$ cat config.mk
export PLATFORM = sky130hd
export DESIGN_NAME = c_like_token_scanner_unit
export DESIGN_NICKNAME = d
export VERILOG_FILES = /design/src/rtl/cts_pkg.sv /design/src/rtl/c_like_token_scanner_unit.sv
export SDC_FILE = /design/constraint.sdc
export NUM_CORES = 2
export LEC_CHECK = 0
export ABC_AREA = 1
export BUFFER_PORTS_ARGS = -buffer_cell sky130_fd_sc_hd__buf_2
export CAP_MARGIN = 15
export CELL_PAD_IN_SITES_DETAIL_PLACEMENT = 0
export CELL_PAD_IN_SITES_GLOBAL_PLACEMENT = 1
export CORE_AREA = 2 2 325 327
export DETAILED_ROUTE_END_ITERATION = 16
export DIE_AREA = 0 0 327 329
export HOLD_SLACK_MARGIN = 0.03
export PLACE_DENSITY_LB_ADDON = 0.08
export SKIP_CTS_REPAIR_TIMING = 1
export SLEW_MARGIN = 5
export SYNTH_ARGS = -nofsm -noshare
export SYNTH_HDL_FRONTEND = slang
export SYNTH_SLANG_ARGS = --single-unit
$ cat constraint.sdc
create_clock -name clock -period 4.75 [get_ports clock]
set_clock_uncertainty 0.05 [all_clocks]
set_input_delay 0.2375 -clock clock [delete_from_list [all_inputs] [get_ports clock]]
set_output_delay 0.2375 -clock clock [all_outputs]
set_load 0.01 [all_outputs]
$ cat src/rtl/cts_pkg.sv
// Shared token kind codes, scanner mode codes and character helpers for the token scanner.
`timescale 1ns / 1ps

package cts_pkg;

   // Token kind codes carried on the result channel.
   localparam logic [4:0] K_IDENT   = 5'd0;
   localparam logic [4:0] K_INT     = 5'd1;
   localparam logic [4:0] K_REAL    = 5'd2;
   localparam logic [4:0] K_STRING  = 5'd3;
   localparam logic [4:0] K_KWINT   = 5'd4;
   localparam logic [4:0] K_KWFLOAT = 5'd5;
   localparam logic [4:0] K_ADD     = 5'd6;
   localparam logic [4:0] K_MUL     = 5'd7;
   localparam logic [4:0] K_ASSIGN  = 5'd8;
   localparam logic [4:0] K_REL     = 5'd9;
   localparam logic [4:0] K_AND     = 5'd10;
   localparam logic [4:0] K_OR      = 5'd11;
   localparam logic [4:0] K_NOT     = 5'd12;
   localparam logic [4:0] K_EQUAL   = 5'd13;
   localparam logic [4:0] K_SEMI    = 5'd14;
   localparam logic [4:0] K_COMMA   = 5'd15;
   localparam logic [4:0] K_LPAR    = 5'd16;
   localparam logic [4:0] K_RPAR    = 5'd17;
   localparam logic [4:0] K_LBRACE  = 5'd18;
   localparam logic [4:0] K_RBRACE  = 5'd19;
   localparam logic [4:0] K_IF      = 5'd20;
   localparam logic [4:0] K_WHILE   = 5'd21;
   localparam logic [4:0] K_RETURN  = 5'd22;
   localparam logic [4:0] K_ELSE    = 5'd23;
   localparam logic [4:0] K_UNKNOWN = 5'd24;
   localparam logic [4:0] K_END     = 5'd25;

   // Scanner mode codes: which kind of token is still open.
   localparam logic [3:0] M_IDLE   = 4'd0;
   localparam logic [3:0] M_IDENT  = 4'd1;
   localparam logic [3:0] M_INT    = 4'd2;
   localparam logic [3:0] M_INTDOT = 4'd3;
   localparam logic [3:0] M_REAL   = 4'd4;
   localparam logic [3:0] M_STRING = 4'd5;
   localparam logic [3:0] M_EQ     = 4'd6;
   localparam logic [3:0] M_BANG   = 4'd7;
   localparam logic [3:0] M_REL    = 4'd8;
   localparam logic [3:0] M_AMP    = 4'd9;
   localparam logic [3:0] M_BAR    = 4'd10;

   // Double quote byte, which opens and closes a string.
   localparam logic [7:0] CH_QUOTE = 8'h22;

   // Output queue geometry.
   localparam int QUEUE_DEPTH = 8;
   localparam int PTR_BITS    = $clog2(QUEUE_DEPTH);
   localparam int CNT_BITS    = $clog2(QUEUE_DEPTH + 1);

   function automatic logic is_letter(input logic [7:0] b);
      return (b inside {[8'h41:8'h5A], [8'h61:8'h7A]});
   endfunction

   function automatic logic is_digit(input logic [7:0] b);
      return (b inside {[8'h30:8'h39]});
   endfunction

   function automatic logic is_space(input logic [7:0] b);
      return (b inside {[8'h09:8'h0D], 8'h20});
   endfunction

   // Keyword lookup on the buffered first bytes of an identifier.
   // n is the identifier length and fits says the length is six or less.
   function automatic logic [4:0] ident_kind(input logic [5:0][7:0] kbytes,
                                             input logic [2:0] n,
                                             input logic fits);
      logic [4:0] kind;
      kind = K_IDENT;
      if (fits) begin
         if (n == 3'd2 && kbytes[0] == "i" && kbytes[1] == "f") begin
            kind = K_IF;
         end else if (n == 3'd5 && kbytes[0] == "w" && kbytes[1] == "h" &&
                      kbytes[2] == "i" && kbytes[3] == "l" && kbytes[4] == "e") begin
            kind = K_WHILE;
         end else if (n == 3'd6 && kbytes[0] == "r" && kbytes[1] == "e" &&
                      kbytes[2] == "t" && kbytes[3] == "u" && kbytes[4] == "r" &&
                      kbytes[5] == "n") begin
            kind = K_RETURN;
         end else if (n == 3'd4 && kbytes[0] == "e" && kbytes[1] == "l" &&
                      kbytes[2] == "s" && kbytes[3] == "e") begin
            kind = K_ELSE;
         end else if (n == 3'd3 && kbytes[0] == "i" && kbytes[1] == "n" &&
                      kbytes[2] == "t") begin
            kind = K_KWINT;
         end else if (n == 3'd5 && kbytes[0] == "f" && kbytes[1] == "l" &&
                      kbytes[2] == "o" && kbytes[3] == "a" && kbytes[4] == "t") begin
            kind = K_KWFLOAT;
         end
      end
      return kind;
   endfunction

endpackage

$ cat src/rtl/c_like_token_scanner_unit.sv
// Top level of the token scanner: scan state, per-byte token decode and output queue.
//
// Usage: source text enters one beat per byte on the req_ channel (req_text_byte),
// or as an end beat with req_end_of_text high, which flushes any open token and
// then emits an end token with rsp_last_token set. Tokens leave on the rsp_ channel,
// one token per beat, carrying kind, start offset, length and first byte.
// Throughput: one input beat per cycle while req_ready is high. Each byte is
// decoded in the cycle it is accepted; the up to three tokens it completes are
// registered into an eight-entry output queue and leave from its head on rsp_.
// The queue drains one token per cycle while rsp_ready is high. req_ready is
// high while at least three queue entries are free, so a stalled receiver fills
// the queue and then holds off the sender; no token is lost. Sustained rate is
// set by the queue drain: one token per cycle while rsp_ready is high.
// Reset (synchronous, active high) empties the queue, closes any open token and
// sets the byte offset to zero. After an end beat the scan state returns to
// those reset values, so the next byte starts a new text at offset zero.
`timescale 1ns / 1ps

module c_like_token_scanner_unit
   import cts_pkg::*;
#(
   parameter int POSITION_BITS = 32,
   parameter int LENGTH_BITS   = 16
) (
   input  logic                     clock,
   input  logic                     reset,
   input  logic                     req_valid,
   output logic                     req_ready,
   input  logic [7:0]               req_text_byte,
   input  logic                     req_end_of_text,
   output logic                     rsp_valid,
   input  logic                     rsp_ready,
   output logic [4:0]               rsp_token_kind,
   output logic [POSITION_BITS-1:0] rsp_start_position,
   output logic [LENGTH_BITS-1:0]   rsp_token_length,
   output logic [7:0]               rsp_first_char,
   output logic                     rsp_last_token
);

   typedef struct packed {
      logic [4:0]               kind;
      logic [POSITION_BITS-1:0] pos;
      logic [LENGTH_BITS-1:0]   len;
      logic [7:0]               first;
      logic                     last;
   } token_type;

   localparam logic [LENGTH_BITS-1:0]   LEN_MAX = '1;
   localparam logic [LENGTH_BITS-1:0]   LEN_ONE = LENGTH_BITS'(1);
   localparam logic [LENGTH_BITS-1:0]   LEN_TWO = LENGTH_BITS'(2);
   localparam logic [LENGTH_BITS-1:0]   LEN_SIX = LENGTH_BITS'(6);
   localparam logic [POSITION_BITS-1:0] POS_ONE = POSITION_BITS'(1);
   localparam logic [CNT_BITS-1:0]      FREE_LIMIT = CNT_BITS'(QUEUE_DEPTH - 3);

   // Scan state.
   logic [3:0]               mode_ff, mode_in;
   logic [POSITION_BITS-1:0] pos_ff, pos_in;
   logic [POSITION_BITS-1:0] start_ff, start_in;
   logic [LENGTH_BITS-1:0]   len_ff, len_in;
   logic [5:0][7:0]          kw_ff, kw_in;
   logic [7:0]               pc_ff, pc_in;

   // Output queue.
   token_type                queue_ff [QUEUE_DEPTH];
   logic [PTR_BITS-1:0]      head_ff, head_in;
   logic [PTR_BITS-1:0]      tail_ff, tail_in;
   logic [CNT_BITS-1:0]      count_ff, count_in;

   // Candidate tokens of one byte, in stream order: closed by the byte,
   // flushed (two slots), and started by the byte or the end token.
   token_type                cand [4];
   logic [3:0]               cand_v;
   logic [PTR_BITS-1:0]      wr_idx [4];
   logic [1:0]               push_cnt;

   logic                     accept;
   logic                     pop;
   logic                     absorbed;
   logic                     flush;
   logic [7:0]               b;
   logic [LENGTH_BITS-1:0]   len_inc1;
   logic [LENGTH_BITS-1:0]   len_inc2;
   logic [4:0]               id_kind;

   assign accept    = req_valid & req_ready;
   assign pop       = rsp_valid & rsp_ready;
   assign req_ready = (count_ff <= FREE_LIMIT);
   assign b         = req_text_byte;

   // Saturating length increments and keyword lookup of the open identifier.
   assign len_inc1 = (len_ff == LEN_MAX) ? LEN_MAX : len_ff + LEN_ONE;
   assign len_inc2 = (len_ff >= LEN_MAX - LEN_ONE) ? LEN_MAX : len_ff + LEN_TWO;
   assign id_kind  = ident_kind(kw_ff, len_ff[2:0], len_ff <= LEN_SIX);

   // Byte decode: continue the open token, flush it, and start a new one.
   always_comb begin
      mode_in  = mode_ff;
      pos_in   = pos_ff + POS_ONE;
      start_in = start_ff;
      len_in   = len_ff;
      kw_in    = kw_ff;
      pc_in    = pc_ff;
      absorbed = 1'b0;
      flush    = 1'b0;
      cand_v   = '0;
      for (int i = 0; i < 4; i++) begin
         cand[i] = '{kind: K_UNKNOWN, pos: pos_ff, len: LEN_ONE, first: b, last: 1'b0};
      end

      // Continue the open token with this byte.
      if (req_end_of_text) begin
         flush = 1'b1;
      end else begin
         case (mode_ff)
            M_IDENT: begin
               if (is_letter(b) || is_digit(b)) begin
                  absorbed = 1'b1;
                  if (len_ff < LEN_SIX) begin
                     kw_in[len_ff[2:0]] = b;
                  end
                  len_in = len_inc1;
               end else begin
                  flush = 1'b1;
               end
            end
            M_INT: begin
               if (is_digit(b)) begin
                  absorbed = 1'b1;
                  len_in   = len_inc1;
               end else if (b == ".") begin
                  absorbed = 1'b1;
                  mode_in  = M_INTDOT;
               end else begin
                  flush = 1'b1;
               end
            end
            M_INTDOT: begin
               if (is_digit(b)) begin
                  absorbed = 1'b1;
                  len_in   = len_inc2;
                  mode_in  = M_REAL;
               end else begin
                  flush = 1'b1;
               end
            end
            M_REAL: begin
               if (is_digit(b)) begin
                  absorbed = 1'b1;
                  len_in   = len_inc1;
               end else begin
                  flush = 1'b1;
               end
            end
            M_STRING: begin
               absorbed = 1'b1;
               len_in   = len_inc1;
               if (b == CH_QUOTE) begin
                  cand_v[0] = 1'b1;
                  cand[0]   = '{kind: K_STRING, pos: start_ff, len: len_inc1,
                                first: pc_ff, last: 1'b0};
                  mode_in   = M_IDLE;
               end
            end
            M_EQ, M_BANG, M_REL: begin
               if (b == "=") begin
                  absorbed  = 1'b1;
                  cand_v[0] = 1'b1;
                  cand[0]   = '{kind: (mode_ff == M_REL) ? K_REL : K_EQUAL, pos: start_ff,
                                len: LEN_TWO, first: pc_ff, last: 1'b0};
                  mode_in   = M_IDLE;
               end else begin
                  flush = 1'b1;
               end
            end
            M_AMP, M_BAR: begin
               if (b == pc_ff) begin
                  absorbed  = 1'b1;
                  cand_v[0] = 1'b1;
                  cand[0]   = '{kind: (mode_ff == M_AMP) ? K_AND : K_OR, pos: start_ff,
                                len: LEN_TWO, first: pc_ff, last: 1'b0};
                  mode_in   = M_IDLE;
               end else begin
                  flush = 1'b1;
               end
            end
            default: begin
               mode_in = M_IDLE;
            end
         endcase
      end

      // Emit the token left open when the byte does not extend it.
      if (flush) begin
         case (mode_ff)
            M_IDENT: begin
               cand_v[1] = 1'b1;
               cand[1]   = '{kind: id_kind, pos: start_ff, len: len_ff,
                             first: pc_ff, last: 1'b0};
            end
            M_INT, M_REAL, M_STRING: begin
               cand_v[1] = 1'b1;
               cand[1]   = '{kind: (mode_ff == M_INT) ? K_INT :
                                   (mode_ff == M_REAL) ? K_REAL : K_STRING,
                             pos: start_ff, len: len_ff, first: pc_ff, last: 1'b0};
            end
            M_INTDOT: begin
               cand_v[1] = 1'b1;
               cand[1]   = '{kind: K_INT, pos: start_ff, len: len_ff,
                             first: pc_ff, last: 1'b0};
               cand_v[2] = 1'b1;
               cand[2]   = '{kind: K_UNKNOWN, pos: pos_ff - POS_ONE, len: LEN_ONE,
                             first: ".", last: 1'b0};
            end
            M_EQ, M_BANG, M_REL, M_AMP, M_BAR: begin
               cand_v[1] = 1'b1;
               cand[1]   = '{kind: (mode_ff == M_EQ) ? K_ASSIGN :
                                   (mode_ff == M_BANG) ? K_NOT :
                                   (mode_ff == M_REL) ? K_REL : K_UNKNOWN,
                             pos: start_ff, len: LEN_ONE, first: pc_ff, last: 1'b0};
            end
            default: begin
               cand_v[1] = 1'b0;
            end
         endcase
         mode_in = M_IDLE;
      end

      // End of text emits the end token and returns to the reset state;
      // otherwise a byte not taken by the open token starts a new one.
      if (req_end_of_text) begin
         cand_v[3] = 1'b1;
         cand[3]   = '{kind: K_END, pos: pos_ff, len: '0, first: 8'h00, last: 1'b1};
         mode_in   = M_IDLE;
         pos_in    = '0;
         start_in  = '0;
         len_in    = '0;
         kw_in     = '0;
         pc_in     = 8'h00;
      end else if (!absorbed && !is_space(b)) begin
         if (is_letter(b)) begin
            mode_in  = M_IDENT;
            kw_in    = '0;
            kw_in[0] = b;
         end else if (is_digit(b)) begin
            mode_in = M_INT;
         end else begin
            case (b)
               CH_QUOTE: mode_in = M_STRING;
               "=":      mode_in = M_EQ;
               "!":      mode_in = M_BANG;
               "<", ">": mode_in = M_REL;
               "&":      mode_in = M_AMP;
               "|":      mode_in = M_BAR;
               "+", "-": begin cand_v[3] = 1'b1; cand[3].kind = K_ADD;    end
               "*", "/": begin cand_v[3] = 1'b1; cand[3].kind = K_MUL;    end
               ";":      begin cand_v[3] = 1'b1; cand[3].kind = K_SEMI;   end
               ",":      begin cand_v[3] = 1'b1; cand[3].kind = K_COMMA;  end
               "(":      begin cand_v[3] = 1'b1; cand[3].kind = K_LPAR;   end
               ")":      begin cand_v[3] = 1'b1; cand[3].kind = K_RPAR;   end
               "{":      begin cand_v[3] = 1'b1; cand[3].kind = K_LBRACE; end
               "}":      begin cand_v[3] = 1'b1; cand[3].kind = K_RBRACE; end
               default:  begin cand_v[3] = 1'b1; cand[3].kind = K_UNKNOWN; end
            endcase
         end
         // A token that stays open records where it began.
         if (!cand_v[3]) begin
            start_in = pos_ff;
            len_in   = LEN_ONE;
            pc_in    = b;
         end
      end
   end

   // Queue slots for the candidates: packed behind the tail in stream order.
   always_comb begin
      wr_idx[0] = tail_ff;
      wr_idx[1] = tail_ff + PTR_BITS'(cand_v[0]);
      wr_idx[2] = tail_ff + PTR_BITS'(cand_v[0]) + PTR_BITS'(cand_v[1]);
      wr_idx[3] = tail_ff + PTR_BITS'(cand_v[0]) + PTR_BITS'(cand_v[1])
                + PTR_BITS'(cand_v[2]);
      push_cnt  = accept ? 2'(cand_v[0]) + 2'(cand_v[1]) + 2'(cand_v[2]) + 2'(cand_v[3])
                         : 2'd0;
      tail_in   = tail_ff + PTR_BITS'(push_cnt);
      head_in   = head_ff + PTR_BITS'(pop);
      count_in  = count_ff + CNT_BITS'(push_cnt) - CNT_BITS'(pop);
   end

   // Control and scan state registers.
   always_ff @(posedge clock) begin
      if (reset) begin
         mode_ff  <= M_IDLE;
         pos_ff   <= '0;
         start_ff <= '0;
         len_ff   <= '0;
         kw_ff    <= '0;
         pc_ff    <= 8'h00;
         head_ff  <= '0;
         tail_ff  <= '0;
         count_ff <= '0;
      end else begin
         if (accept) begin
            mode_ff  <= mode_in;
            pos_ff   <= pos_in;
            start_ff <= start_in;
            len_ff   <= len_in;
            kw_ff    <= kw_in;
            pc_ff    <= pc_in;
         end
         head_ff  <= head_in;
         tail_ff  <= tail_in;
         count_ff <= count_in;
      end
   end

   // Queue entries hold payload only.
   always_ff @(posedge clock) begin
      for (int i = 0; i < 4; i++) begin
         if (accept && cand_v[i]) begin
            queue_ff[wr_idx[i]] <= cand[i];
         end
      end
   end

   // Head of the queue drives the result channel.
   assign rsp_valid          = (count_ff != '0);
   assign rsp_token_kind     = queue_ff[head_ff].kind;
   assign rsp_start_position = queue_ff[head_ff].pos;
   assign rsp_token_length   = queue_ff[head_ff].len;
   assign rsp_first_char     = queue_ff[head_ff].first;
   assign rsp_last_token     = queue_ff[head_ff].last;

endmodule

==> Yosys cells after proc, flatten, opt, wreduce, memory -nomap -nowiden <==
Memory sizes are Yosys's and may differ from the RTL's. A register that Yosys moved wholly into a read port is not among the register bits.
Cells that the tools add are included.
{ "word_totals": {"reg_bits": 150, "ramBits": 496, "in_bits": 13, "out_inout_bits": 64, "elab_cells": 268, "memories": 1} }
{ "classes": {"add_sub_neg": 14, "order_cmp": 14, "n_eq_ne": 59, "muxes": 108, "n_bitwise": 2, "n_reduce_logical": 56} }
{ "memory_table": {"columns": ["memory", "words", "width", "rd", "rd_clocked_by_memory_dff", "wr", "line", "rtl"], "rows": [
  ["queue_ff", 8, 62, 1, 1, 3, "c_like_token_scanner_unit.sv:64", "token_type queue_ff [QUEUE_DEPTH];"]
]} }
{ "ops": {"columns": ["cell", "count"], "rows": [
  ["$mux W62", 5],
  ["$mux W48", 6],
  ["$pmux W62 S4", 1],
  ["$eq A8 B7 Y1 const B", 25],
  ["$pmux W62 S3", 1],
  ["$eq A8 B6 Y1 const B", 16],
  ["$mux W16", 8],
  ["$mux W32", 4],
  ["$mux W124", 1],
  ["$pmux W16 S4", 1],
  ["$reduce_or A62 Y1", 1],
  ["$mux W5", 12],
  ["$mux W57", 1],
  ["$bwmux W48", 1],
  ["$pmux W4 S6", 2],
  ["$mux W4", 11],
  ["$pmux W5 S8", 1],
  ["$mux W1", 36],
  ["$logic_and A1 B1 Y1", 35],
  ["$add A32 B1 Y32 const B", 1],
  ["$mux W8", 4],
  ["$sub A32 B1 Y32 const B", 1],
  ["$demux W8 S3", 1],
  ["$add A16 B1 Y16 const B", 1],
  ["45 further kinds", 77]
]} }

==> Logic depth before layout (Yosys ltp) <==
{ "logic_depth": {"depth_word": 17, "depth_mapped": 27, "mapped_depth_nobuf": 27} }

==> Least setup slack after synthesis <==
Ideal clock, no wire load.
{ "synth_timing": {"path_type": "register to register", "start": "register mode_ff[0]", "end": "memory queue_ff[7][0] in the netlist's numbering, enable pin", "setup_time_ps": 576, "arrival_ps": 4296, "required_ps": 4124, "slack_ps": -172, "path_stages_with_launch": 23, "n_path_buf": 1, "period_less_slack_ps": 4922, "path_cell_list": "dfxtp_1 inv_1 nor2_1 nand2_1 inv_1 nand2_1 nor2_1 inv_1 nand2_1 ha_1 ha_1 ha_1 or2_2 nand2_1 xor2_1 inv_1 nand2_1 nor2_1 nand3_2 nand2_1 inv_2 clkbuf_1 nand2_1"} }
{ "synth_rtl": {"columns": ["element", "line", "rtl"], "rows": [
  ["start, declared", "c_like_token_scanner_unit.sv:56", "logic [3:0] mode_ff, mode_in;"],
  ["start signal, assigned", "c_like_token_scanner_unit.sv:302", "mode_ff <= mode_in;"],
  ["end, declared", "c_like_token_scanner_unit.sv:64", null]
]} }

==> impl_metrics.ini <==
[grt]
track_usage_pct = 30.5
antenna_found_initial = 7
first_global_vias = 36700
overflow = 0
grt_pass1_wl_um = 246000
grt_max_degree = 201

[synth]
syn_inst = 5690
synth_top_area_cell = edfxtp_1
yosysTopAreaCellShare_pct = 28.7
synthFlopType = edfxtp_1
netlist_area_sq_um = 39400
postSynth.asyncResetShare_pct = 0
synth_seq_cells = 646
synth_area_per_cell_sq_um = 6.92
synth_most_common_cell = nor2_1
synth.area.top_cells = edfxtp_1 29%, dfxtp_1 14%, nor2_1 12%, nand2_1 9.6%, o21ai_0 8.1%
synth_cell_type_count = 54
yosysWarnings = 0
synth_commonest_cells = 1,265 x nor2_1, 1,006 x nand2_1, 640 x o21ai_0, 471 x a21oi_1, 389 x inv_1
yosysSeqAreaShare_pct = 42.4
syn_nets = 5734
synth-edff-count = 376

[routing]
route.vias.total = 39300
ant_nets = 0
wirelength_um = 168000
drt-wirelength-per-cell_um = 23.7
avgViaCountPerCell = 5.56
drtIter0Drc = 4178
drc = 0
first_pass_iters = 6

[critical_path]
worstPathArrival_ns = 4.74
cp-end-kind = flip-flop
required_ns = 5.06
critPathMaxFanout = 23
crit_slowest_cell = dfxtp_1
slowest_delay_ns = 0.35
cp_cell_sequence = inv_1 -> nor2_1 -> nand2_1 -> inv_1 -> nand2_1 -> nor2_1 -> inv_1 -> nand2_1 -> ha_1 -> ha_1 -> ha_1 -> or2_2 -> nand2_1 -> xor2_1 -> nand2_1 -> nor2_1 -> nand3_4 -> nand2_1 -> inv_2 -> nand2_8 -> buf_12
crit_top_cell = nand2_1
crit_type = flip-flop to flip-flop
start_kind = flip-flop

[placement]
dp_hpwl_um = 105000
gp_congestion = 0.922
pre_cts_slack_ns = 0.189
dpl_cell_area_sq_um = 41500
numPortBuffers = 76

[layout]
nNetsFinal = 5660
final_util_pct = 42.4
postLayoutCellArea_sq_um = 44300
syn_to_final_growth_pct = 12.5
fillerInstances = 10900
drive_gt1_share_pct = 8.78

[floorplan]
die_width_um = 327
rows = 119
start_util_pct = 37.7
die_y_um = 329
fp.coreArea_sq_um = 104000
io-pin-count = 77
die_area_sq_um = 108000

[timing]
relSlewSlack_pct = 19.3
final-hold-violation-count = 0
max_freq_mhz = 226
period_share_pct = 93.3
finalSetupViolations = 0
fin_ws_ns = 0.317
drv_slew = 0
period_minus_slack_ns = 4.43
tightest_slew_ns = 1.21
whs_ns = 0.0757

[clock_network]
htree_levels = 3
cts_sinks = 646
numCtsBuffers = 82
cts_tree = done
clk_path_buf_depth = 3
insertion_delay_ns = 0.67
clock-root-buffer = clkbuf_16
clk_pin_slew_worst_paths_ns = 0.06

[power_and_ir_drop]
p_total_mw = 17.6
peakVddDrop_mv = 0.416
power.leakage_nw = 18.3
powerDensity_nw_per_um2 = 398

[flow_run]
drv_cap = 0

[status]
status = completed

[hold_path]
hold_class = input pin to flip-flop
-- metal layers --
metal	wire length (um)	up-vias	GRT usage, %
met4	4870	6	9.83
met1	76400	18700	43.3
met5	41	-	0
met2	74200	1566	47.7
met3	12100	278	4.37
li1	-	18800	-
-- metrics by stage --
stage	setup TNS, ns	cells
after floorplan	0	5690
after global placement	0	6911
after detailed placement	0	6912
after CTS	0	7064
after global routing	-0.0157	7075
final	0	7076
-- sequential cells by signal (all words and copies together), names as in the netlist --
name	count
queue_ff	496
pc_ff	8
len_ff	16
start_ff	32
count_ff	4
mode_ff	4
head_ff	3
tail_ff	3
kw_ff	48
pos_ff	32
-- report_power, final --
part | switching (mW) | total, mW | internal (mW)
Clock | 2.69 | 6.28 | 3.58
Combinational | 3.47 | 4.92 | 1.44
Sequential | 0.152 | 6.42 | 6.27
-- cell type report --
class | count | area [sq um] | area share [%]
clock inverters | 41 | 383 | 0.865
inverters | 434 | 1650 | 3.74
flip-flops and latches | 646 | 16700 | 37.7
clock buffers | 111 | 2260 | 5.11
repair buffers | 242 | 2010 | 4.55
diodes | 1 | 2.50 | 0.00565
multi-input cells | 4210 | 19500 | 44.1
well taps | 1391 | 1740 | 3.93
-- cell usage in the layout (no fill, tap or decap), types with 8 or more instances in the layout --
master	n
a21oi_1	471
nor2_4	10
nor2_2	11
nand3_1	205
buf_2	75
xor2_1	34
edfxtp_1	376
clkinv_1	17
mux2_2	8
inv_2	41
clkbuf_1	21
inv_1	382
nand4_1	37
o21ai_2	21
nor3_1	42
clkbuf_16	84
nor4_1	22
nand2_1	996
buf_4	130
o21ai_1	179
dfxtp_1	266
buf_12	29
a31oi_1	67
nand3_4	9
o211ai_1	34
ha_1	28
nand2_2	15
clkinv_2	16
o21ai_0	640
o22ai_1	53
nor2_1	1263
-- final timing paths --
| path | start | end | slack [ns] | depth (start not counted) |
|---|---|---|---|---|
| min | req_valid | pos_ff[1] | 0.08 | 4 |
| max | mode_ff[2] | queue_ff[1][28] | 0.32 | 21 |
| min reg2reg | queue_ff[0][24] | queue_ff[0][24] | 0.40 | 2 |
| max reg2reg | mode_ff[2] | queue_ff[1][28] | 0.32 | 21 |
-- critical path: cells and delay by family, from the launching register on --
family                   cells  cell delay, ns
adder cells (fa/ha/maj)      3            0.71
XOR/XNOR                     1            0.26
buffers and inverters        5            0.68
AND/OR/NAND/NOR             12            2.02
flip-flops                   1            0.35
-- logic make-up after synthesis --
group	count (synthesis)	share of synthesized area, %
xor gates and xnor gates	41	0.912
buffers and inverters	834	8.34
and+or+nand+nor	2633	27.0
DFF	646	42.4
adders and majority gates	31	1.04
muxes	8	0.229
AOI/OAI and AO/OA	1497	20.1
Power figures use the tool's default switching activity.
